[src/design/mse_pkg.sv]
`default_nettype none
// ----------------------------------------------------------------------------
// mse_pkg
// Shared types, constants and helpers of the breakpoint envelope generator.
// ----------------------------------------------------------------------------
package mse_pkg;

	localparam int MAX_STAGES = 8;
	localparam int STAGE_AW   = (MAX_STAGES > 1) ? $clog2(MAX_STAGES) : 1;
	localparam int CNT_W      = $clog2(MAX_STAGES + 1);
	localparam int SEG_W      = (CNT_W > 4) ? CNT_W : 4;

	localparam logic [16:0] ONE       = 17'd65536;
	localparam logic [14:0] LIN_CURVE = 15'd256;

	localparam logic [1:0] REG_START = 2'd0;
	localparam logic [1:0] REG_END   = 2'd1;
	localparam logic [1:0] REG_COUNT = 2'd2;

	typedef logic [16:0] val_t;

	typedef struct packed {
		val_t        x;
		val_t        y;
		logic [14:0] curve;
	} stage_t;

	typedef struct packed {
		val_t        shp;
		val_t        prior;
		logic        head;
		val_t        sx;
		val_t        sy;
		val_t        ex;
		val_t        ey;
		logic        curved;
		logic [14:0] z;
	} job_t;

	typedef logic [15:0][30:0] rtab_t;

	function automatic logic [63:0] isqrt64(input logic [63:0] a);
		logic [63:0] rem;
		logic [63:0] r;
		logic [63:0] b;
		rem = a;
		r   = '0;
		b   = 64'd1 << 62;
		for (int i = 0; i < 32; i++) begin
			if (rem >= r + b) begin
				rem = rem - (r + b);
				r   = (r >> 1) + b;
			end else begin
				r = r >> 1;
			end
			b = b >> 2;
		end
		return r;
	endfunction

	// 2^(-2^-(k+1)) in Q1.30, k = 0..15
	function automatic rtab_t build_rtab();
		rtab_t       tab;
		logic [63:0] r;
		r = isqrt64(64'd1 << 59);
		for (int k = 0; k < 16; k++) begin
			tab[k] = r[30:0];
			r      = isqrt64(r << 30);
		end
		return tab;
	endfunction

	localparam rtab_t R_TAB = build_rtab();

	function automatic val_t clip_val(input logic signed [39:0] v);
		val_t res;
		if (v < 40'sd0)
			res = '0;
		else if (v > 40'sd65536)
			res = ONE;
		else
			res = v[16:0];
		return res;
	endfunction

endpackage
`default_nettype wire

[src/design/mse_queue.sv]
`default_nettype none
// ----------------------------------------------------------------------------
// mse_queue
// Two-entry job queue between the tracking front end and the math back end.
// ----------------------------------------------------------------------------
module mse_queue (
	input  wire logic         clk,
	input  wire logic         arst_n,
	input  wire logic         in_valid,
	output logic              in_ready,
	input  wire mse_pkg::job_t in_job,
	output logic              out_valid,
	input  wire logic         out_ready,
	output mse_pkg::job_t     out_job
);

	mse_pkg::job_t ent_q [2];
	logic          wp_q;
	logic          rp_q;
	logic [1:0]    cnt_q;
	logic          push;
	logic          pop;

	assign in_ready  = (cnt_q != 2'd2);
	assign out_valid = (cnt_q != 2'd0);
	assign out_job   = ent_q[rp_q];
	assign push      = in_valid && in_ready;
	assign pop       = out_valid && out_ready;

	always_ff @(posedge clk) begin
		if (push)
			ent_q[wp_q] <= in_job;
	end

	always_ff @(posedge clk or negedge arst_n) begin
		if (!arst_n) begin
			wp_q  <= 1'b0;
			rp_q  <= 1'b0;
			cnt_q <= 2'd0;
		end else begin
			if (push)
				wp_q <= ~wp_q;
			if (pop)
				rp_q <= ~rp_q;
			if (push && !pop)
				cnt_q <= cnt_q + 2'd1;
			else if (pop && !push)
				cnt_q <= cnt_q - 2'd1;
		end
	end

endmodule
`default_nettype wire

[config.mk]
export PLATFORM = sky130hd
export DESIGN_NAME = mse_queue
export DESIGN_NICKNAME = d
export VERILOG_FILES = /design/src/design/mse_pkg.sv /design/src/design/mse_queue.sv
export SDC_FILE = /design/constraint.sdc
export NUM_CORES = 1
export LEC_CHECK = 0
export BUFFER_PORTS_ARGS = -buffer_cell sky130_fd_sc_hd__clkbuf_2
export CAP_MARGIN = 5
export CELL_PAD_IN_SITES_DETAIL_PLACEMENT = 0
export CELL_PAD_IN_SITES_GLOBAL_PLACEMENT = 2
export CORE_MARGIN = 10
export CORE_UTILIZATION = 38
export DETAILED_ROUTE_END_ITERATION = 10
export GPL_ROUTABILITY_DRIVEN = 0
export HOLD_SLACK_MARGIN = 0.05
export PLACE_DENSITY = 0.9
export SLEW_MARGIN = 0
export SYNTH_ARGS = -nofsm -noshare
export SYNTH_HDL_FRONTEND = slang
export SYNTH_SLANG_ARGS = --single-unit
[constraint.sdc]
create_clock -name clk -period 8.38 [get_ports clk]
set_clock_uncertainty 0.1 [all_clocks]
set_input_delay 0.419 -clock clk [delete_from_list [all_inputs] [get_ports clk]]
set_output_delay 0.419 -clock clk [all_outputs]
set_load 0.01 [all_outputs]
==> results.md <==
- Dominant cells by area after synthesis: edfxtp_1 (81%), mux2_2 (15%), buf_6 (1.4%), dfrtp_1 (1.1%), xnor2_1 (0.30%)
- Max VDD drop: 0.2633 mV
- Post-synth EDFFs: 238
- Worst-Skew Late Latency: roughly 500 ps
- Clk slew on worst S/H paths: 60 ps
- Drt via density: 4.623
- # setup viols final: 0
- DRT Wirelength: ~20000 microns
- Min cycle time layout: 3445 ps
- Post-synth top area share: 81.08%
- PortBufs: 243
- Critical path data arrival time: roughly 2900 ps
- Syn. warnings: 0
- I/O Pins: 244
- Setup TNS: 0 ps
- Main synth FF type: edfxtp_1
- Largest net degree at the start of global routing: 72
- Pwr Density: roughly 320 mW/mm^2
- Clock Tree Root: clkbuf_16
- Critical path class: reg -> out
- Crit end category: output pin
- Fillers: 1777
- Initial antenna violation count: 0
- Sequential-to-total area share from yosys stat: 82.21%
- Fraction of final layout cells sized beyond drive strength 1: 51.65%
- Clock tree buffer depth: 3
- RSZ-0062 raised after global routing: false
- Final #Nets: 893
- DRC Markers: 0
- Final worst slack: 4935 ps
- Most frequent cell after synthesis: edfxtp_1
- Hold Crit Depth: 3
- Yosys reg bits: 242
- Worst-Margin Slew: 999.3 ps
- Die Y: 172.3 microns
- Routed vias: 4960
- RR Endpoint: ent_q[1][2]
- Post-synthesis to final-layout area growth: 39.67%
- Fin crit share: 41.12%
- Slew HR: roughly a third
- Crit-path slowest cell: dfrtp_4
- Syn avg cell area: 22.72 sq um
- First-pass GRT wire length: 30580 microns
- Worst Path Required: 7860 ps
- Hold Path Sink: rp_q
- Crit-path cells: buf_4 -> mux2_2 -> clkbuf_2
- TritonCTS clock tree: built
- ANT nets after route: 0
- Asr flop ratio synth: approximately 1.7%
- Slack of the worst reg-to-reg path: 5690 ps
- Multi-input gate area: 0.001443 sq mm
- Worst Path Max Fanout: slightly above 70
- Hold Fails Final Rpt: 0
- Die area: 0.02969 sq mm
- Highest clock rate: just under 0.3 GHz
- Hold_sp: out_ready
- Die Width: roughly 170 microns
- DP HPWL: 13100 microns
- Worst-case reg-to-reg path depth: 3
- Outcome: finished, final reports clean
- Syn_nets: 512
- Vias in the first global route: about 5600
- DR iter-0 viols: approximately 270
- Initial cell density of the core: between 30 and 40%
- Startpoint types: flip-flop
- Pre-CTS setup slack: around 5500 ps
- Drt wl/cell: roughly 19 microns
- Number of distinct library cells after synthesis: 14
- Cell taking the most area after synthesis: edfxtp_1
- Number of diodes: 0
- CTS H-tree depth: 1
- HP Class: in -> reg
- Num CTS Buffers: 25
- Crit-path max cell delay: 870 ps
- Clk sink count: 242
- GRT Overall Usage: 12.94%
- Core Box Area: 0.02271 sq mm
- Reg2reg start: cnt_q[0]
- Drt pass-1 iters: 4
- Synthesized area: a little under 0.009 sq mm
- Leakage: 4.701 nW
- Row Count: 55
- Commonest cells post-synth: edfxtp_1 (238), mux2_2 (119), buf_6 (11)
- Post-synthesis cell count: 388
- Max Cap Violations: 0
- Storage element area: 0.007251 sq mm
- Utilization after layout: 54.21%
- Slew Viols, Final: 0
- Grt ovf: 0
## per-layer routing
metal,wire length [microns],GRT usage (%),vias up,share of wire [%]
li1,-,-,2313,-
met1,7605,15.12,2436,38
met2,10310,22.36,181,51
met3,1757,4.264,30,8.8
met4,374,3.486,0,1.9
met5,0,0,-,0
## worst max-delay path: cells and delay by family, from the launching register on
| family | cells | cell delay (ps) |
|---|---|---|
| buf+inv | 2 | 910 |
| flops | 1 | 870 |
| mux | 1 | 450 |
## worst max path at each step
| stage | start | end | slack, ps | depth (start not counted) |
|---|---|---|---|---|
| 6_report | rp_q | out_job[27] | 4930 | 3 |
| 5_1_grt | rp_q | out_job[27] | 4780 | 3 |
| 4_1_cts | rp_q | out_job[52] | 4900 | 3 |
| 3_5_place_dp | rp_q | out_job[88] | 5490 | 3 |
| 3_3_place_gp | rp_q | out_job[91] | 5530 | 3 |
| 2_1_floorplan | cnt_q[0] | ent_q[0][0] | 2040 | 3 |
## metrics by stage
stage | hold slack (ps) | std cells | power [mW] | instance area, sq um
3_5_place_dp | 137.2 | 907 | 2.912 | 10300
5_1_grt | 109.6 | 1073 | 4.183 | 12310
2_1_floorplan | 23.41 | 388 | 2.515 | 8815
4_1_cts | 76.75 | 1073 | 4.054 | 12310
3_3_place_gp | 130.6 | 907 | 2.880 | 10300
6_report | 100.4 | 1073 | 3.983 | 12310
## where the power goes
group	internal, mW	switching, mW	total, mW
combinational	0.523	0.619	1.14
clock	0.646	0.427	1.07
sequential	1.66	0.108	1.77
## state kept, by name, indices dropped and copies added, names as in the netlist
name	cells
cnt_q	2
wp_q	1
ent_q	238
rp_q	1
## cells in the final DEF (no fill, tap or decap), types with 4 or more instances in the layout
cell           synthesis  final
clkbuf_2               0    243
edfxtp_1             238    238
dlygate4sd3_1          0    120
mux2_2               119    119
clkbuf_16              0     25
clkbuf_1               0      6
clkinv_2               0      4
clkbuf_8               0      4
buf_4                  0      4
## logic make-up (layout without fill, tap and decap cells)
kind of cell               Yosys count  after routing  share of synthesized area, %
and+or+nand+nor                      7              7                        0.3835
xor gates and xnor gates             5              5                        0.4969
adders and majority gates            1              1                        0.1419
DFF                                242            242                         82.21
buffers and inverters               14            414                         1.561
muxes                              119            119                         15.20
## what timing repair did
action	in CTS	in global routing
resized for setup	0	0
setup buffers	0	0
hold endpoints to repair	242	0
hold buffers	120	0
## layout make-up
cell class	instances	area share [%]
timing repair buffer	367	19.88
sequential	242	58.89
clock buffer	35	5.711
clock inverter	11	0.8740
inverter	1	0.03049
tap	285	2.896
multi-input combinational	132	11.72
(Power assumes the default switching activity.)
