===== config.mk =====
export PLATFORM = sky130hd
export DESIGN_NAME = mse_front_flat
export DESIGN_NICKNAME = d
export VERILOG_FILES = /design/src/design/mse_pkg.sv /design/src/design/mse_if.sv /design/src/design/mse_ram.sv /design/src/design/mse_front.sv /design/src/flat_wrapper.sv
export SDC_FILE = /design/constraint.sdc
export NUM_CORES = 1
export LEC_CHECK = 0
export ABC_AREA = 1
export BUFFER_PORTS_ARGS = -buffer_cell sky130_fd_sc_hd__buf_2
export CAP_MARGIN = 0
export CORE_ASPECT_RATIO = 1.1
export CORE_MARGIN = 5
export CORE_UTILIZATION = 59
export CTS_CLUSTER_SIZE = 10
export DETAILED_ROUTE_END_ITERATION = 10
export PLACE_DENSITY = 0.8
export SYNTH_ARGS = -nofsm -noshare
export SYNTH_HDL_FRONTEND = slang
export SYNTH_SLANG_ARGS = --single-unit

===== constraint.sdc =====
create_clock -name clk -period 7.62 [get_ports clk]
set_input_delay 1.524 -clock clk [delete_from_list [all_inputs] [get_ports clk]]
set_output_delay 1.524 -clock clk [all_outputs]
set_load 0.05 [all_outputs]

===== src/design/mse_pkg.sv =====
`default_nettype none
// ----------------------------------------------------------------------------
// mse_pkg
// Shared types, constants and helpers of the breakpoint envelope generator.
// ----------------------------------------------------------------------------
package mse_pkg;

	localparam int MAX_STAGES = 8;
	localparam int STAGE_AW   = (MAX_STAGES > 1) ? $clog2(MAX_STAGES) : 1;
	localparam int CNT_W      = $clog2(MAX_STAGES + 1);
	localparam int SEG_W      = (CNT_W > 4) ? CNT_W : 4;

	localparam logic [16:0] ONE       = 17'd65536;
	localparam logic [14:0] LIN_CURVE = 15'd256;

	localparam logic [1:0] REG_START = 2'd0;
	localparam logic [1:0] REG_END   = 2'd1;
	localparam logic [1:0] REG_COUNT = 2'd2;

	typedef logic [16:0] val_t;

	typedef struct packed {
		val_t        x;
		val_t        y;
		logic [14:0] curve;
	} stage_t;

	typedef struct packed {
		val_t        shp;
		val_t        prior;
		logic        head;
		val_t        sx;
		val_t        sy;
		val_t        ex;
		val_t        ey;
		logic        curved;
		logic [14:0] z;
	} job_t;

	typedef logic [15:0][30:0] rtab_t;

	function automatic logic [63:0] isqrt64(input logic [63:0] a);
		logic [63:0] rem;
		logic [63:0] r;
		logic [63:0] b;
		rem = a;
		r   = '0;
		b   = 64'd1 << 62;
		for (int i = 0; i < 32; i++) begin
			if (rem >= r + b) begin
				rem = rem - (r + b);
				r   = (r >> 1) + b;
			end else begin
				r = r >> 1;
			end
			b = b >> 2;
		end
		return r;
	endfunction

	// 2^(-2^-(k+1)) in Q1.30, k = 0..15
	function automatic rtab_t build_rtab();
		rtab_t       tab;
		logic [63:0] r;
		r = isqrt64(64'd1 << 59);
		for (int k = 0; k < 16; k++) begin
			tab[k] = r[30:0];
			r      = isqrt64(r << 30);
		end
		return tab;
	endfunction

	localparam rtab_t R_TAB = build_rtab();

	function automatic val_t clip_val(input logic signed [39:0] v);
		val_t res;
		if (v < 40'sd0)
			res = '0;
		else if (v > 40'sd65536)
			res = ONE;
		else
			res = v[16:0];
		return res;
	endfunction

endpackage
`default_nettype wire


===== src/design/mse_if.sv =====
`default_nettype none
// ----------------------------------------------------------------------------
// mse_if
// Valid/ready channels: input items, result items, register writes.
// ----------------------------------------------------------------------------
interface mse_item_if;
	logic               valid;
	logic               ready;
	logic               op;
	logic               first;
	logic [16:0]        position;
	logic [16:0]        shape_in;
	logic [16:0]        prior;
	logic               head;
	logic [2:0]         stage_index;
	logic signed [18:0] stage_x;
	logic signed [18:0] stage_y;
	logic [14:0]        stage_curve;

	modport source (output valid, op, first, position, shape_in, prior, head,
		stage_index, stage_x, stage_y, stage_curve, input ready);
	modport sink (input valid, op, first, position, shape_in, prior, head,
		stage_index, stage_x, stage_y, stage_curve, output ready);
endinterface

`default_nettype wire


===== src/design/mse_ram.sv =====
`default_nettype none
// ----------------------------------------------------------------------------
// mse_ram
// Generic single-write, single-read RAM with registered read data.
// ----------------------------------------------------------------------------
module mse_ram #(
	parameter int WIDTH = 8,
	parameter int DEPTH = 8
) (
	input  wire logic                                     clk,
	input  wire logic                                     we,
	input  wire logic [((DEPTH > 1) ? $clog2(DEPTH) : 1)-1:0] waddr,
	input  wire logic [WIDTH-1:0]                         wdata,
	input  wire logic [((DEPTH > 1) ? $clog2(DEPTH) : 1)-1:0] raddr,
	output logic      [WIDTH-1:0]                         rdata
);

	logic [WIDTH-1:0] mem_q [DEPTH];

	always_ff @(posedge clk) begin
		if (we)
			mem_q[waddr] <= wdata;
		rdata <= mem_q[raddr];
	end

endmodule
`default_nettype wire


===== src/design/mse_front.sv =====
`default_nettype none
// ----------------------------------------------------------------------------
// mse_front
// Accepts items, writes the stage table, tracks the current segment and
// hands one job per sample to the back end.
// ----------------------------------------------------------------------------
module mse_front (
	input  wire logic          clk,
	input  wire logic          arst_n,
	mse_item_if.sink           item,
	input  wire logic [16:0]   start_level,
	input  wire logic [16:0]   end_level,
	input  wire logic [3:0]    stage_count,
	output logic               job_valid,
	input  wire logic          job_ready,
	output mse_pkg::job_t      job
);

	localparam logic [2:0] F_IDLE    = 3'd0;
	localparam logic [2:0] F_LD_RD   = 3'd1;
	localparam logic [2:0] F_LD_WR   = 3'd2;
	localparam logic [2:0] F_SEG_RD  = 3'd3;
	localparam logic [2:0] F_SEG_CHK = 3'd4;
	localparam logic [2:0] F_SEG_NXT = 3'd5;
	localparam logic [2:0] F_PUSH    = 3'd6;

	logic [2:0]               state_q;
	logic                     first_q;
	logic [16:0]              pos_q;
	logic [16:0]              shp_q;
	logic [16:0]              prior_q;
	logic                     head_q;
	logic [2:0]               idx_q;
	logic signed [18:0]       xin_q;
	logic signed [18:0]       yin_q;
	logic [14:0]              crv_q;
	logic                     lin_q;

	logic [mse_pkg::SEG_W-1:0] seg_q;
	logic [16:0]              sx_q;
	logic [16:0]              sy_q;
	logic [16:0]              ex_q;
	logic [16:0]              ey_q;
	logic                     curved_q;
	logic [14:0]              z_q;

	logic [mse_pkg::SEG_W-1:0] count;
	logic [mse_pkg::SEG_W-1:0] cnt_ext;
	logic [mse_pkg::SEG_W-1:0] cur;
	logic [mse_pkg::SEG_W-1:0] nxt;
	logic [mse_pkg::SEG_W-1:0] idx_m1;
	logic [mse_pkg::SEG_W-1:0] raddr_w;
	logic                     accept;

	logic                     we;
	mse_pkg::stage_t          wdata;
	mse_pkg::stage_t          rd;
	logic [mse_pkg::STAGE_AW-1:0] raddr;
	logic [mse_pkg::STAGE_AW-1:0] waddr;

	logic [16:0]              last_x;
	logic signed [19:0]       xc;
	logic [16:0]              st_x;
	logic [16:0]              st_y;
	logic [16:0]              en_x;
	logic [16:0]              en_y;
	logic                     adv;

	assign cnt_ext = mse_pkg::SEG_W'(stage_count);
	assign count   = (cnt_ext > mse_pkg::SEG_W'(mse_pkg::MAX_STAGES)) ?
		mse_pkg::SEG_W'(mse_pkg::MAX_STAGES) : cnt_ext;
	assign cur     = first_q ? '0 : seg_q;
	assign nxt     = cur + 1'b1;
	assign idx_m1  = mse_pkg::SEG_W'(idx_q) - 1'b1;
	assign accept  = item.valid && item.ready;

	assign item.ready = (state_q == F_IDLE);

	always_comb begin
		case (state_q)
			F_LD_RD:   raddr_w = idx_m1;
			F_SEG_CHK: raddr_w = nxt;
			default:   raddr_w = cur;
		endcase
	end
	assign raddr = raddr_w[mse_pkg::STAGE_AW-1:0];
	assign waddr = mse_pkg::STAGE_AW'(mse_pkg::SEG_W'(idx_q));

	// load clamping: raise to the previous x, then clip both to 0..1
	assign last_x = (idx_q == 3'd0) ? 17'd0 : rd.x;
	assign xc     = ($signed({xin_q[18], xin_q}) < $signed({3'b0, last_x})) ?
		$signed({3'b0, last_x}) : $signed({xin_q[18], xin_q});
	assign we          = (state_q == F_LD_WR);
	assign wdata.x     = mse_pkg::clip_val(40'(xc));
	assign wdata.y     = mse_pkg::clip_val(40'(yin_q));
	assign wdata.curve = crv_q;

	mse_ram #(
		.WIDTH ($bits(mse_pkg::stage_t)),
		.DEPTH (mse_pkg::MAX_STAGES)
	) u_table (
		.clk   (clk),
		.we    (we),
		.waddr (waddr),
		.wdata (wdata),
		.raddr (raddr),
		.rdata (rd)
	);

	assign st_x = first_q ? 17'd0 : sx_q;
	assign st_y = first_q ? start_level : sy_q;
	assign en_x = first_q ? rd.x : ex_q;
	assign en_y = first_q ? rd.y : ey_q;
	assign adv  = (cur < count) && (pos_q >= rd.x);

	always_ff @(posedge clk) begin
		if (accept) begin
			first_q <= item.first;
			pos_q   <= item.position;
			shp_q   <= item.shape_in;
			prior_q <= item.prior;
			head_q  <= item.head;
			idx_q   <= item.stage_index;
			xin_q   <= item.stage_x;
			yin_q   <= item.stage_y;
			crv_q   <= item.stage_curve;
			lin_q   <= (count == '0);
		end
	end

	always_ff @(posedge clk or negedge arst_n) begin
		if (!arst_n) begin
			state_q  <= F_IDLE;
			seg_q    <= '0;
			sx_q     <= '0;
			sy_q     <= '0;
			ex_q     <= '0;
			ey_q     <= '0;
			curved_q <= 1'b0;
			z_q      <= '0;
		end else begin
			case (state_q)
				F_IDLE: begin
					if (accept) begin
						if (item.op) begin
							if (int'(item.stage_index) < mse_pkg::MAX_STAGES)
								state_q <= F_LD_RD;
						end else if (count == '0) begin
							state_q <= F_PUSH;
						end else begin
							state_q <= F_SEG_RD;
						end
					end
				end
				F_LD_RD:  state_q <= F_LD_WR;
				F_LD_WR:  state_q <= F_IDLE;
				F_SEG_RD: state_q <= F_SEG_CHK;
				F_SEG_CHK: begin
					if (adv) begin
						sx_q  <= en_x;
						sy_q  <= en_y;
						seg_q <= nxt;
						if (nxt >= count) begin
							ex_q     <= mse_pkg::ONE;
							ey_q     <= end_level;
							curved_q <= 1'b0;
							state_q  <= F_PUSH;
						end else begin
							state_q <= F_SEG_NXT;
						end
					end else begin
						sx_q     <= st_x;
						sy_q     <= st_y;
						ex_q     <= en_x;
						ey_q     <= en_y;
						seg_q    <= cur;
						curved_q <= (cur < count) && (rd.curve != mse_pkg::LIN_CURVE);
						z_q      <= rd.curve;
						state_q  <= F_PUSH;
					end
				end
				F_SEG_NXT: begin
					ex_q     <= rd.x;
					ey_q     <= rd.y;
					curved_q <= (rd.curve != mse_pkg::LIN_CURVE);
					z_q      <= rd.curve;
					state_q  <= F_PUSH;
				end
				F_PUSH: begin
					if (job_ready)
						state_q <= F_IDLE;
				end
				default: state_q <= F_IDLE;
			endcase
		end
	end

	assign job_valid  = (state_q == F_PUSH);
	assign job.shp    = shp_q;
	assign job.prior  = prior_q;
	assign job.head   = head_q;
	assign job.sx     = lin_q ? 17'd0 : sx_q;
	assign job.sy     = lin_q ? start_level : sy_q;
	assign job.ex     = lin_q ? mse_pkg::ONE : ex_q;
	assign job.ey     = lin_q ? end_level : ey_q;
	assign job.curved = !lin_q && curved_q;
	assign job.z      = z_q;

endmodule
`default_nettype wire


===== src/flat_wrapper.sv =====
// flat-port wrapper written by rule: the top's interface ports become plain ports
module mse_front_flat 
  (clk, arst_n, start_level, end_level, stage_count, job_valid, job_ready, job, item_valid, item_op, item_first, item_position, item_shape_in, item_prior, item_head, item_stage_index, item_stage_x, item_stage_y, item_stage_curve, item_ready);
  mse_item_if item_i ();
  input  wire logic clk;
  input  wire logic arst_n;
  input  wire logic [16:0] start_level;
  input  wire logic [16:0] end_level;
  input  wire logic [3:0] stage_count;
  output logic job_valid;
  input  wire logic job_ready;
  output mse_pkg::job_t job;
  input wire logic [$bits(item_i.valid)-1:0] item_valid;
  input wire logic [$bits(item_i.op)-1:0] item_op;
  input wire logic [$bits(item_i.first)-1:0] item_first;
  input wire logic [$bits(item_i.position)-1:0] item_position;
  input wire logic [$bits(item_i.shape_in)-1:0] item_shape_in;
  input wire logic [$bits(item_i.prior)-1:0] item_prior;
  input wire logic [$bits(item_i.head)-1:0] item_head;
  input wire logic [$bits(item_i.stage_index)-1:0] item_stage_index;
  input wire logic [$bits(item_i.stage_x)-1:0] item_stage_x;
  input wire logic [$bits(item_i.stage_y)-1:0] item_stage_y;
  input wire logic [$bits(item_i.stage_curve)-1:0] item_stage_curve;
  output wire logic [$bits(item_i.ready)-1:0] item_ready;
  assign item_i.valid = item_valid;
  assign item_i.op = item_op;
  assign item_i.first = item_first;
  assign item_i.position = item_position;
  assign item_i.shape_in = item_shape_in;
  assign item_i.prior = item_prior;
  assign item_i.head = item_head;
  assign item_i.stage_index = item_stage_index;
  assign item_i.stage_x = item_stage_x;
  assign item_i.stage_y = item_stage_y;
  assign item_i.stage_curve = item_stage_curve;
  assign item_ready = item_i.ready;
  mse_front u_core (.clk(clk), .arst_n(arst_n), .item(item_i), .start_level(start_level), .end_level(end_level), .stage_count(stage_count), .job_valid(job_valid), .job_ready(job_ready), .job(job));
endmodule

==> out/results.ini, run 1 <==
[min_path]
min_path_cells = 2
hold_path_startpoint = u_core.u_table.rdata[7]$_DFF_P_
min_to = u_core.z_q[7]$_DFFE_PN0P_
hold_class = flop to flop

[global_routing]
grt-ovfl-total = 0
grt_antenna_before_repair = 0
grt_pass1_wl_um = 96890
grt_pass1_vias = 17860
grt_max_degree = 177
grt_use_total = 0.2387

[power_and_ir_drop]
p_sw_mw = 4.847
p_comb_frac = 0.352
power_frac_seq = 0.393
leakage_nw = 13.23
power_density_nw_per_um2 = 404.6
intPower_mw = 7.794
power.share.clock = 0.255
p_sw_frac = 0.3834
vdd_drop_max_v = 0.0003482

[sta]
hold_viol = 0
finClkSkew_ns = 0.01978
fmax_ghz = 0.1914
setup-violations-final = 0
rsz0062_at_grt = false
layout_min_cycle_time_ns = 5.225
slew_headroom = 0.1638
period_share = 0.6857
tightest_slew_ns = 1.245
tns_ns = 0
drv_slew = 0

[detailed_routing]
routed_via_density = 5.574
final_antenna_net_count = 0
drc = 0
wl_um = 62050
first_pass_iters = 6
routedWlPerCell_um = 18.26
route.vias.total = 18940
drt_iter0_markers = 2229

[die]
design.core.area_um2 = 45660
row_count = 82
die_y_um = 235.4
start_util = 0.5968
die_x_um = 214.9
die_area_um2 = 50590
ioPinCount = 273

[placed_design]
place_congestion = 0.9201
dp_hpwl_um = 38340
io_buffers = 272
placed_area_um2 = 29040

[flow_run]
max_cap_violations = 0

[setup_path]
rr_startpoint = u_core.idx_q[1]$_DFFE_PP_
worstPathArrival_ns = 5.54
crit_chain = inv_1 -> ha_1 -> nand2_1 -> nand2_1 -> ha_1 -> a21oi_1 -> nor2_1 -> a211oi_1 -> o21ai_0 -> nand2_1 -> nand2_1 -> a31oi_1 -> ha_1 -> nand2_1 -> o21ai_0 -> nand4_1 -> nor2_1 -> nand2_1 -> nand2_1 -> nand2_1 -> nor2_1
r2r_setup_slack_ns = 2.39
r2r_end = u_core.u_table.mem_q[4][35]$_DFFE_PP_
worstSetupPathType = flop to flop
crit_family = simple AND/OR/NAND/NOR gates
crit_top_cell = nand2_1
crit_path_end_kind = flop
cp_slowest_cell = ha_1
reg2reg_depth = 21
crit_required_ns = 7.93
crit_buf_inv = 1
startpoint_type = flop
critPathMaxStageDelay_ns = 0.78
crit_fanout = 35

[clock_network]
cts_tree = built
clockBufferDepth = 3
cts-resized-gates = 0
clkLatencyLatePin_ns = 0.59
clkSlewWorstSetupHoldPaths_ns = 0.05
cts_inserted_buffers = 75
post_cts_buffers = 0
ctsHoldBuffers = 0
cts.sinks = 642
h-tree-depth = 3
cts_root_buf = clkbuf_16

[synth]
ys_seq_area_frac = 0.6728
yosysWarnings = 0
netlist_area_um2 = 27250
postSynthAreaPerCell_um2 = 10.83
synthCells = 2517
ys_ff_latch = 642
synthFlopType = edfxtp_1
ys_types = 34
syn-num-nets = 2714
synth-edff-count = 502
async_flop_share = 0.1417

[final_layout]
finalNetCount = 2947
drive_above_1_share = 0.1463
syn_to_final_growth_pct = 14.66
final_cell_area_um2 = 31240

[run_status]
status = finished clean

==> cells in the mapped netlist, types with 3 or more instances <==
| cell type | instances | area (um2) |
|---|---|---|
| nand2_1 | 484 | 1817 |
| edfxtp_1 | 502 | 15070 |
| or2_2 | 12 | 75.07 |
| dfxtp_1 | 49 | 980.9 |
| ha_1 | 45 | 563.0 |
| nand3_1 | 136 | 680.7 |
| inv_1 | 361 | 1355 |
| dfrtp_1 | 91 | 2277 |
| buf_2 | 64 | 320.3 |
| nor2_2 | 3 | 18.77 |
| a21oi_1 | 127 | 635.6 |
| nand4_1 | 11 | 68.82 |
| o21ai_0 | 253 | 1266 |
| o21bai_1 | 3 | 22.52 |
| a21oi_2 | 3 | 26.28 |
| nor3_1 | 22 | 110.1 |
| o21ai_1 | 12 | 60.06 |
| o21a_1 | 49 | 367.9 |
| o211ai_1 | 98 | 735.7 |
| clkbuf_1 | 71 | 266.5 |
| nor4_1 | 5 | 31.28 |
| nor2_1 | 97 | 364.1 |
==> worst max-delay path by stage <==
stage	start	endpoint	slack, ns	depth (start not counted)
floorplan	item_valid	u_core.crv_q[0]$_DFFE_PP_	0.94	2
global placement	stage_count[3]	u_core.sx_q[7]$_DFFE_PN0P_	2.73	11
detailed placement	u_core.idx_q[1]$_DFFE_PP_	u_core.u_table.mem_q[7][33]$_DFFE_PP_	2.57	20
CTS	u_core.idx_q[1]$_DFFE_PP_	u_core.u_table.mem_q[3][36]$_DFFE_PP_	2.53	21
global route	u_core.idx_q[1]$_DFFE_PP_	u_core.u_table.mem_q[0][36]$_DFFE_PP_	1.97	21
finish	u_core.idx_q[1]$_DFFE_PP_	u_core.u_table.mem_q[4][35]$_DFFE_PP_	2.39	21
==> cells in the final DEF (no fill, tap or decap), types with 3 or more instances in the layout <==
cell type,synthesis,layout
edfxtp_1,502,502
nand2_1,484,484
inv_1,361,361
buf_2,64,271
o21ai_0,253,253
nand3_1,136,135
a21oi_1,127,127
o211ai_1,98,98
dfrtp_1,91,91
nor2_1,97,88
clkbuf_16,0,77
clkbuf_1,71,53
o21a_1,49,49
dfxtp_1,49,49
ha_1,45,45
nor3_1,22,22
buf_4,1,22
or2_2,12,12
nand4_1,11,11
o21ai_1,12,11
nor2_4,0,9
nor4_1,5,5
nor2_2,3,3
a21oi_4,0,3
o21bai_1,3,3
==> state kept, by name (all words and copies together), names as in the netlist, 3 cells and up <==
name	cells
u_core.u_table.mem_q	392
u_core.u_table.rdata	49
u_core.xin_q	19
u_core.yin_q	19
u_core.ex_q	17
u_core.ey_q	17
u_core.pos_q	17
u_core.prior_q	17
u_core.shp_q	17
u_core.sx_q	17
u_core.sy_q	17
u_core.crv_q	15
u_core.z_q	15
u_core.seg_q	4
u_core.idx_q	3
u_core.state_q	3
==> layout make-up <==
cell class,instances,area [um2]
Antenna cell,1,2.502
Clock buffer,132,2153
Clock inverter,4,51.30
Fill cell,3134,14410
Inverter,363,1363
Multi-Input combinational cell,1374,7064
Sequential cell,642,18330
Tap cell,588,735.7
Timing Repair Buffer,294,1541
==> metal layers <==
| metal | GRT usage | share of wire | wire, um |
|---|---|---|---|
| met1 | 0.3263 | 0.41 | 25650 |
| met2 | 0.3911 | 0.47 | 29450 |
| met3 | 0.04797 | 0.087 | 5411 |
| met4 | 0.07497 | 0.025 | 1543 |
| met5 | 0 | 0 | 0 |
==> power by group through the flow <==
stage               Sequential, mW  Combinational (mW)  Clock [mW]
CTS                           4.95                4.43        3.28
global placement              5.00                4.21           0
floorplan                     5.14                3.14           0
global route                  5.01                4.92        3.42
finish                        4.96                4.46        3.22
detailed placement            5.02                4.38           0
==> cell families (layout without fill, tap and decap cells) <==
kind of cell / count (synthesis) / in the layout / synth area share
buffers and inverters: 501 / 793 / 0.07209
XOR/XNOR: 3 / 3 / 0.0009645
AO/OA/AOI/OAI: 553 / 553 / 0.1164
AND/OR/NAND/NOR: 773 / 773 / 0.1171
adder cells (fa/ha/maj): 45 / 45 / 0.02066
other: 0 / 1 / 0
flip-flops: 642 / 642 / 0.6728
==> tightest hold or removal path, stage by stage, from the launching register on <==
cell and delay (ns):
dfxtp_1 0.31, inv_1 0.05, o21ai_1 0.06
==> through the flow <==
step | instances | hold WS (ns) | worst slack, ns | power (mW) | utilization
2_1_floorplan | 2517 | 0.4289 | 0.9411 | 8.280 | -
3_3_place_gp | 3261 | 0.4440 | 2.731 | 9.211 | 0.6360
3_5_place_dp | 3261 | 0.4498 | 2.571 | 9.401 | 0.6360
4_1_cts | 3397 | 0.4592 | 2.529 | 12.66 | 0.6843
5_1_grt | 3397 | 0.4843 | 1.967 | 13.36 | 0.6843
6_report | 3398 | 0.4527 | 2.395 | 12.64 | 0.6843
Note: power is estimated with default switching activity, not from simulation.
==> run 2, diff against run 1 <==
--- a/config.mk
+++ b/config.mk
@@ -10,10 +10,10 @@
 export CAP_MARGIN = 0
 export CORE_ASPECT_RATIO = 1.1
 export CORE_MARGIN = 5
-export CORE_UTILIZATION = 59
+export CORE_UTILIZATION = 53
 export CTS_CLUSTER_SIZE = 10
 export DETAILED_ROUTE_END_ITERATION = 10
-export PLACE_DENSITY = 0.8
+export PLACE_DENSITY = 0.76
 export SYNTH_ARGS = -nofsm -noshare
 export SYNTH_HDL_FRONTEND = slang
 export SYNTH_SLANG_ARGS = --single-unit
==> constraint.sdc (replaced) <==
create_clock -name clk -period 4.4 [get_ports clk]
set_input_delay 0.88 -clock clk [delete_from_list [all_inputs] [get_ports clk]]
set_output_delay 0.88 -clock clk [all_outputs]
set_load 0.05 [all_outputs]
==> out/results.ini, run 2 (synthesized netlist as in run 1, its figures left out) <==
[die]
die_y_um = 247.8  ; was 235.4 um
design.core.area_um2 = 51050  ; was 45660 um2
die_x_um = 226.2  ; was 214.9 um
ioPinCount = 273  ; unchanged
die_area_um2 = 56050  ; was 50590 um2
row_count = 87  ; was 82
start_util = 0.5337  ; was 0.5968

[sta]
period_share = 0.9406  ; was 0.6857
setup-violations-final = 0  ; unchanged
layout_min_cycle_time_ns = 4.139  ; was 5.225 ns
finClkSkew_ns = 0.03488  ; was 0.01978 ns
tightest_slew_ns = 1.270  ; was 1.245 ns
rsz0062_at_grt = true  ; was false
hold_viol = 0  ; unchanged
slew_headroom = 0.1467  ; was 0.1638
worst_slack_ns = 0.2612  ; was 2.395 ns
holdWs_ns = 0.3707  ; was 0.4527 ns
fmax_ghz = 0.2416  ; was 0.1914 GHz
drv_slew = 0  ; unchanged

[flow_run]
max_cap_violations = 0  ; unchanged

[global_routing]
grt_antenna_before_repair = 2  ; was 0
grt_use_total = 0.2168  ; was 0.2387
grt_pass1_wl_um = 96220  ; was 96890 um
grt_max_degree = 121  ; was 177
grt_pass1_vias = 17920  ; was 17860
grt-ovfl-total = 0  ; unchanged

[min_path]
hold_class = input port to async pin  ; was flop to flop

[clock_network]
ctsHoldBuffers = 0  ; unchanged
clkLatencyLatePin_ns = 0.60  ; was 0.59 ns
cts_root_buf = clkbuf_16  ; unchanged
clockBufferDepth = 3  ; unchanged
cts.sinks = 642  ; unchanged
cts_inserted_buffers = 75  ; unchanged
cts_tree = built  ; unchanged
clkSlewWorstSetupHoldPaths_ns = 0.06  ; was 0.05 ns
h-tree-depth = 3  ; unchanged

[final_layout]
syn_to_final_growth_pct = 16.15  ; was 14.66%
multi_input_area_um2 = 7087  ; was 7064 um2
largestRegisters = u_core.u_table.mem_q (392), u_core.u_table.rdata (49)  ; unchanged
fillers = 3870  ; was 3134
seqCellArea_um2 = 18330  ; unchanged
final_common_cell = edfxtp_1  ; unchanged
drive_above_1_share = 0.1567  ; was 0.1463
diodes = 0  ; was 1
finalNetCount = 2968  ; was 2947
regMostFlops = u_core.u_table.mem_q  ; unchanged
final_cell_mix = edfxtp_1 (502), nand2_1 (484), inv_1 (361), buf_2 (271), o21ai_0 (250)  ; was edfxtp_1 (502), nand2_1 (484), inv_1 (361), buf_2 (271), o21ai_0 (253)
largest_reg_flops = 392  ; unchanged

[setup_path]
worstPathArrival_ns = 4.47  ; was 5.54 ns
rr_startpoint = u_core.idx_q[1]$_DFFE_PP_  ; unchanged
worstSetupPathType = flop to flop  ; unchanged
crit_fanout = 25  ; was 35
r2r_setup_slack_ns = 0.26  ; was 2.39 ns
startpoint_type = flop  ; unchanged
r2r_end = u_core.u_table.mem_q[3][43]$_DFFE_PP_  ; was u_core.u_table.mem_q[4][35]$_DFFE_PP_
crit_required_ns = 4.73  ; was 7.93 ns
reg2reg_depth = 23  ; was 21
crit_chain = inv_1 -> ha_1 -> nand2_1 -> buf_12 -> nand2_1 -> ha_1 -> a21oi_1 -> nor2_1 -> a211oi_1 -> o21ai_0 -> nand2_1 -> nand2_1 -> a31oi_1 -> ha_1 -> buf_12 -> o21ai_0 -> nand4_1 -> nor2_1 -> nand2_1 -> nand2_1 -> nand2_1 -> buf_12 -> nor2_1  ; was inv_1 -> ha_1 -> nand2_1 -> nand2_1 -> ha_1 -> a21oi_1 -> nor2_1 -> a211oi_1 -> o21ai_0 -> nand2_1 -> nand2_1 -> a31oi_1 -> ha_1 -> nand2_1 -> o21ai_0 -> nand4_1 -> nor2_1 -> nand2_1 -> nand2_1 -> nand2_1 -> nor2_1
cp_slowest_cell = nor2_1  ; was ha_1
crit_end = u_core.u_table.mem_q[3][43]$_DFFE_PP_  ; was u_core.u_table.mem_q[4][35]$_DFFE_PP_
crit_path_end_kind = flop  ; unchanged
critPathLaunch = u_core.idx_q[1]$_DFFE_PP_  ; unchanged
crit_top_cell = nand2_1  ; unchanged
critPathMaxStageDelay_ns = 0.38  ; was 0.78 ns

[detailed_routing]
routed_via_density = 5.435  ; was 5.574
drc = 0  ; unchanged
routedWlPerCell_um = 17.86  ; was 18.26 um
final_antenna_net_count = 0  ; unchanged
first_pass_iters = 5  ; was 6
drt_iter0_markers = 1893  ; was 2229
route.vias.total = 18990  ; was 18940
wl_um = 62410  ; was 62050 um

[power_and_ir_drop]
vdd_drop_max_v = 0.0004556  ; was 0.0003482 V
power_density_nw_per_um2 = 698.4  ; was 404.6 nW/um2
total_power_mw = 22.10  ; was 12.64 mW
leakage_nw = 13.38  ; was 13.23 nW

[placed_design]
place_congestion = 0.8933  ; was 0.9201
dp_hpwl_um = 40050  ; was 38340 um
dp_slack_ns = 0.2710  ; was 2.571 ns
io_buffers = 272  ; unchanged

[run_status]
status = finished clean  ; unchanged

run 2: cell types whose count changed in the layout (fill, tap and decap cells not counted), sizes merged:
cell / previous run / this run
buf: 294 / 315
clkbuf: 132 / 128
clkinv: 1 / 2
diode: 1 / 0
run 2: how the worst min path moves through the flow:
stage                                 endpoint  slack (ns)  depth (start not counted)
finish              u_core.z_q[11]$_DFFE_PN0P_        0.37                          1
detailed placement   u_core.z_q[6]$_DFFE_PN0P_        0.45                          2
global route         u_core.z_q[5]$_DFFE_PN0P_        0.42                          1
CTS                 u_core.z_q[12]$_DFFE_PN0P_        0.37                          1
floorplan           u_core.z_q[10]$_DFFE_PN0P_        0.43                          2
global placement     u_core.z_q[7]$_DFFE_PN0P_        0.45                          2
run 2: worst max-delay path: cells and delay by family, from the launching register on:
kind | cells | cell delay, ns
AO/OA/AOI/OAI | 5 | 0.95
buffers and inverters | 4 | 0.57
flip-flops | 1 | 0.36
AND/OR/NAND/NOR | 11 | 1.19
adder cells (fa/ha/maj) | 3 | 0.78
run 2: area by class of cell:
class | instances | area share
Tap cell | 667 | 0.02637
Clock inverter | 5 | 0.001819
Clock buffer | 128 | 0.06756
Sequential cell | 642 | 0.5792
Inverter | 363 | 0.04305
Timing Repair Buffer | 315 | 0.05804
Multi-Input combinational cell | 1374 | 0.2239
run 2: per-layer routing:
metal | GRT usage | routed length, um | vias to the layer above
met2 | 0.3479 | 29800 | 828
met3 | 0.03229 | 4862 | 101
met1 | 0.3050 | 26010 | 8976
met4 | 0.07857 | 1740 | 0
met5 | 0 | 0 | -
li1 | - | - | 9086
run 2: report_power, final:
group,internal (mW),switching [mW]
registers,7.96,0.634
logic,2.33,5.60
clock network,3.34,2.23
total,13.6,8.47
run 2: per-stage QoR:
| step | TNS (ns) | utilization | instances | area (um2) |
|---|---|---|---|---|
| after floorplan | 0 | - | 2517 | 27250 |
| after global placement | 0 | 0.5765 | 3361 | 29430 |
| after detailed placement | 0 | 0.5765 | 3361 | 29430 |
| after CTS | 0 | 0.6195 | 3494 | 31630 |
| after global routing | -4.440 | 0.6199 | 3494 | 31650 |
| final | 0 | 0.6199 | 3494 | 31650 |
run 2: what timing repair did:
| action | CTS | global route |
|---|---|---|
| setup buffers | 0 | 0 |
| endpoints found under the setup margin | 0 | 104 |
| resized for setup | 0 | 12 |
==> run 3, diff against run 2 <==
--- a/config.mk
+++ b/config.mk
@@ -9,7 +9,6 @@
 export BUFFER_PORTS_ARGS = -buffer_cell sky130_fd_sc_hd__buf_2
 export CAP_MARGIN = 0
 export CORE_ASPECT_RATIO = 1.1
-export CORE_MARGIN = 5
 export CORE_UTILIZATION = 53
 export CTS_CLUSTER_SIZE = 10
 export DETAILED_ROUTE_END_ITERATION = 10
==> out/results.ini, run 3 (synthesized netlist as in run 1, its figures left out) <==
[global_routing]
grt_antenna_before_repair = 3  ; was 2
grt_max_degree = 121  ; unchanged
grt_pass1_vias = 17750  ; was 17920
grt_use_total = 0.2352  ; was 0.2168
grt-ovfl-total = 0  ; unchanged
grt_pass1_wl_um = 94800  ; was 96220 um

[sta]
holdWs_ns = 0.4168  ; was 0.3707 ns
drv_slew = 0  ; unchanged
hold_viol = 0  ; unchanged
layout_min_cycle_time_ns = 4.036  ; was 4.139 ns
rsz0062_at_grt = false  ; was true
setup-violations-final = 0  ; unchanged
fmax_ghz = 0.2477  ; was 0.2416 GHz
slew_headroom = 0.1270  ; was 0.1467
tns_ns = 0  ; unchanged
finClkSkew_ns = 0.02525  ; was 0.03488 ns
period_share = 0.9174  ; was 0.9406
tightest_slew_ns = 1.299  ; was 1.270 ns

[detailed_routing]
first_pass_iters = 6  ; was 5
drc = 0  ; unchanged
routedWlPerCell_um = 17.61  ; was 17.86 um
final_antenna_net_count = 0  ; unchanged
wl_um = 61610  ; was 62410 um
drt_iter0_markers = 1867  ; was 1893
route.vias.total = 18840  ; was 18990
routed_via_density = 5.385  ; was 5.435

[setup_path]
startpoint_type = flop  ; unchanged
worstSetupPathType = flop to flop  ; unchanged
r2r_setup_slack_ns = 0.36  ; was 0.26 ns
crit_path_end_kind = flop  ; unchanged
worstPathArrival_ns = 4.38  ; was 4.47 ns
crit_required_ns = 4.74  ; was 4.73 ns
crit_fanout = 17  ; was 25

[flow_run]
max_cap_violations = 0  ; unchanged

[clock_network]
clockBufferDepth = 3  ; unchanged
cts.sinks = 642  ; unchanged
post_cts_buffers = 0  ; unchanged
clkLatencyLatePin_ns = 0.61  ; was 0.60 ns
cts_tree = built  ; unchanged
clkSlewWorstSetupHoldPaths_ns = 0.05  ; was 0.06 ns
cts_root_buf = clkbuf_16  ; unchanged
h-tree-depth = 3  ; unchanged
cts_inserted_buffers = 75  ; unchanged

[final_layout]
regMostFlops = u_core.u_table.mem_q  ; unchanged
largest_reg_flops = 392  ; unchanged
final_common_cell = edfxtp_1  ; unchanged
drive_above_1_share = 0.1617  ; was 0.1567
largestRegisters = u_core.u_table.mem_q (392), u_core.u_table.rdata (49)  ; unchanged
syn_to_final_growth_pct = 16.62  ; was 16.15%
finalNetCount = 2974  ; was 2968
final_cell_mix = edfxtp_1 (502), nand2_1 (484), inv_1 (361), buf_2 (271), o21ai_0 (241)  ; was edfxtp_1 (502), nand2_1 (484), inv_1 (361), buf_2 (271), o21ai_0 (250)

[run_status]
status = finished clean  ; unchanged

[placed_design]
place_congestion = 0.8991  ; was 0.8933
io_buffers = 272  ; unchanged
dp_hpwl_um = 38620  ; was 40050 um

[min_path]
hold_class = input port to async pin  ; unchanged

[die]
die_area_um2 = 52320  ; was 56050 um2
ioPinCount = 273  ; unchanged
die_x_um = 218.2  ; was 226.2 um
design.core.area_um2 = 50470  ; was 51050 um2
die_y_um = 239.8  ; was 247.8 um
start_util = 0.5399  ; was 0.5337
row_count = 86  ; was 87

[power_and_ir_drop]
vdd_drop_max_v = 0.0004231  ; was 0.0004556 V
leakage_nw = 13.44  ; was 13.38 nW
power_density_nw_per_um2 = 698.2  ; was 698.4 nW/um2

-- run 3: worst paths after layout --
kind | start | endpoint | cells after the start
min in group clk | item_stage_index[0] | u_core.idx_q[0]$_DFFE_PP_ | 1
worst max-delay path | u_core.idx_q[1]$_DFFE_PP_ | u_core.u_table.mem_q[2][41]$_DFFE_PP_ | 26
worst min register to register | u_core.u_table.rdata[6]$_DFF_P_ | u_core.z_q[6]$_DFFE_PN0P_ | 2
max in group asynchronous | arst_n | u_core.sx_q[14]$_DFFE_PN0P_ | 2
worst max register to register | u_core.idx_q[1]$_DFFE_PP_ | u_core.u_table.mem_q[2][41]$_DFFE_PP_ | 26
worst min-delay path | arst_n | u_core.z_q[3]$_DFFE_PN0P_ | 1
-- run 3: worst max-delay path: stages (launching register included) --
cell and delay [ns]:
edfxtp_1 0.37, inv_1 0.10, ha_1 0.19, nand2_1 0.11
buf_12 0.16, nand2_1 0.08, ha_1 0.29, a21oi_1 0.17
nor2_1 0.07, a211oi_2 0.17, o21ai_0 0.12, nand2_1 0.07
nand2_1 0.05, a31oi_1 0.14, ha_1 0.29, buf_4 0.20
buf_4 0.15, nand2_1 0.13, o21ai_4 0.10, nand4_1 0.09
nor2_1 0.06, nand2_1 0.06, nand2_1 0.04, nand2_1 0.08
buf_4 0.21, nor2_1 0.09, buf_4 0.17
-- run 3: where the power goes --
group / switching (mW) / leakage, nW / internal [mW]
Combinational: 5.59 / 6.11 / 2.36
Sequential: 0.634 / 6.27 / 7.96
Clock: 2.32 / 1.07 / 3.33
-- run 3: metrics by stage --
stage	util	setup WS, ns	std cells	instance area, um2	power [mW]
6_report	0.6297	0.3636	3499	31780	22.19
5_1_grt	0.6297	0.03803	3499	31780	23.49
4_1_cts	0.6281	0.1506	3498	31700	22.15
3_5_place_dp	0.5839	0.2168	3360	29470	16.45
3_3_place_gp	0.5839	0.3017	3360	29470	16.21
2_1_floorplan	-	0.1984	2517	27250	14.32
-- run 3: layout make-up --
type	instances	area, um2
fillers	3813	18690
flip-flops and latches	642	18330
multi-input cells	1374	7139
clock buffers	131	2160
repair buffers	321	1882
inverters	363	1363
well taps	660	825.8
clock inverters	7	72.57
diodes	1	2.502
-- run 3: timing repair --
action | in CTS | in global routing
setup endpoints to repair | 0 | 128
hold buffers | 0 | 0
resized for setup | 0 | 33
-- run 3: layer usage --
| layer | GRT usage | vias to the layer above | share of wire |
|---|---|---|---|
| met1 | 0.3124 | 8812 | 0.42 |
| met2 | 0.3761 | 806 | 0.47 |
| met5 | 0 | - | 0 |
| li1 | - | 9089 | - |
| met4 | 0.1074 | 0 | 0.033 |
| met3 | 0.04368 | 136 | 0.080 |
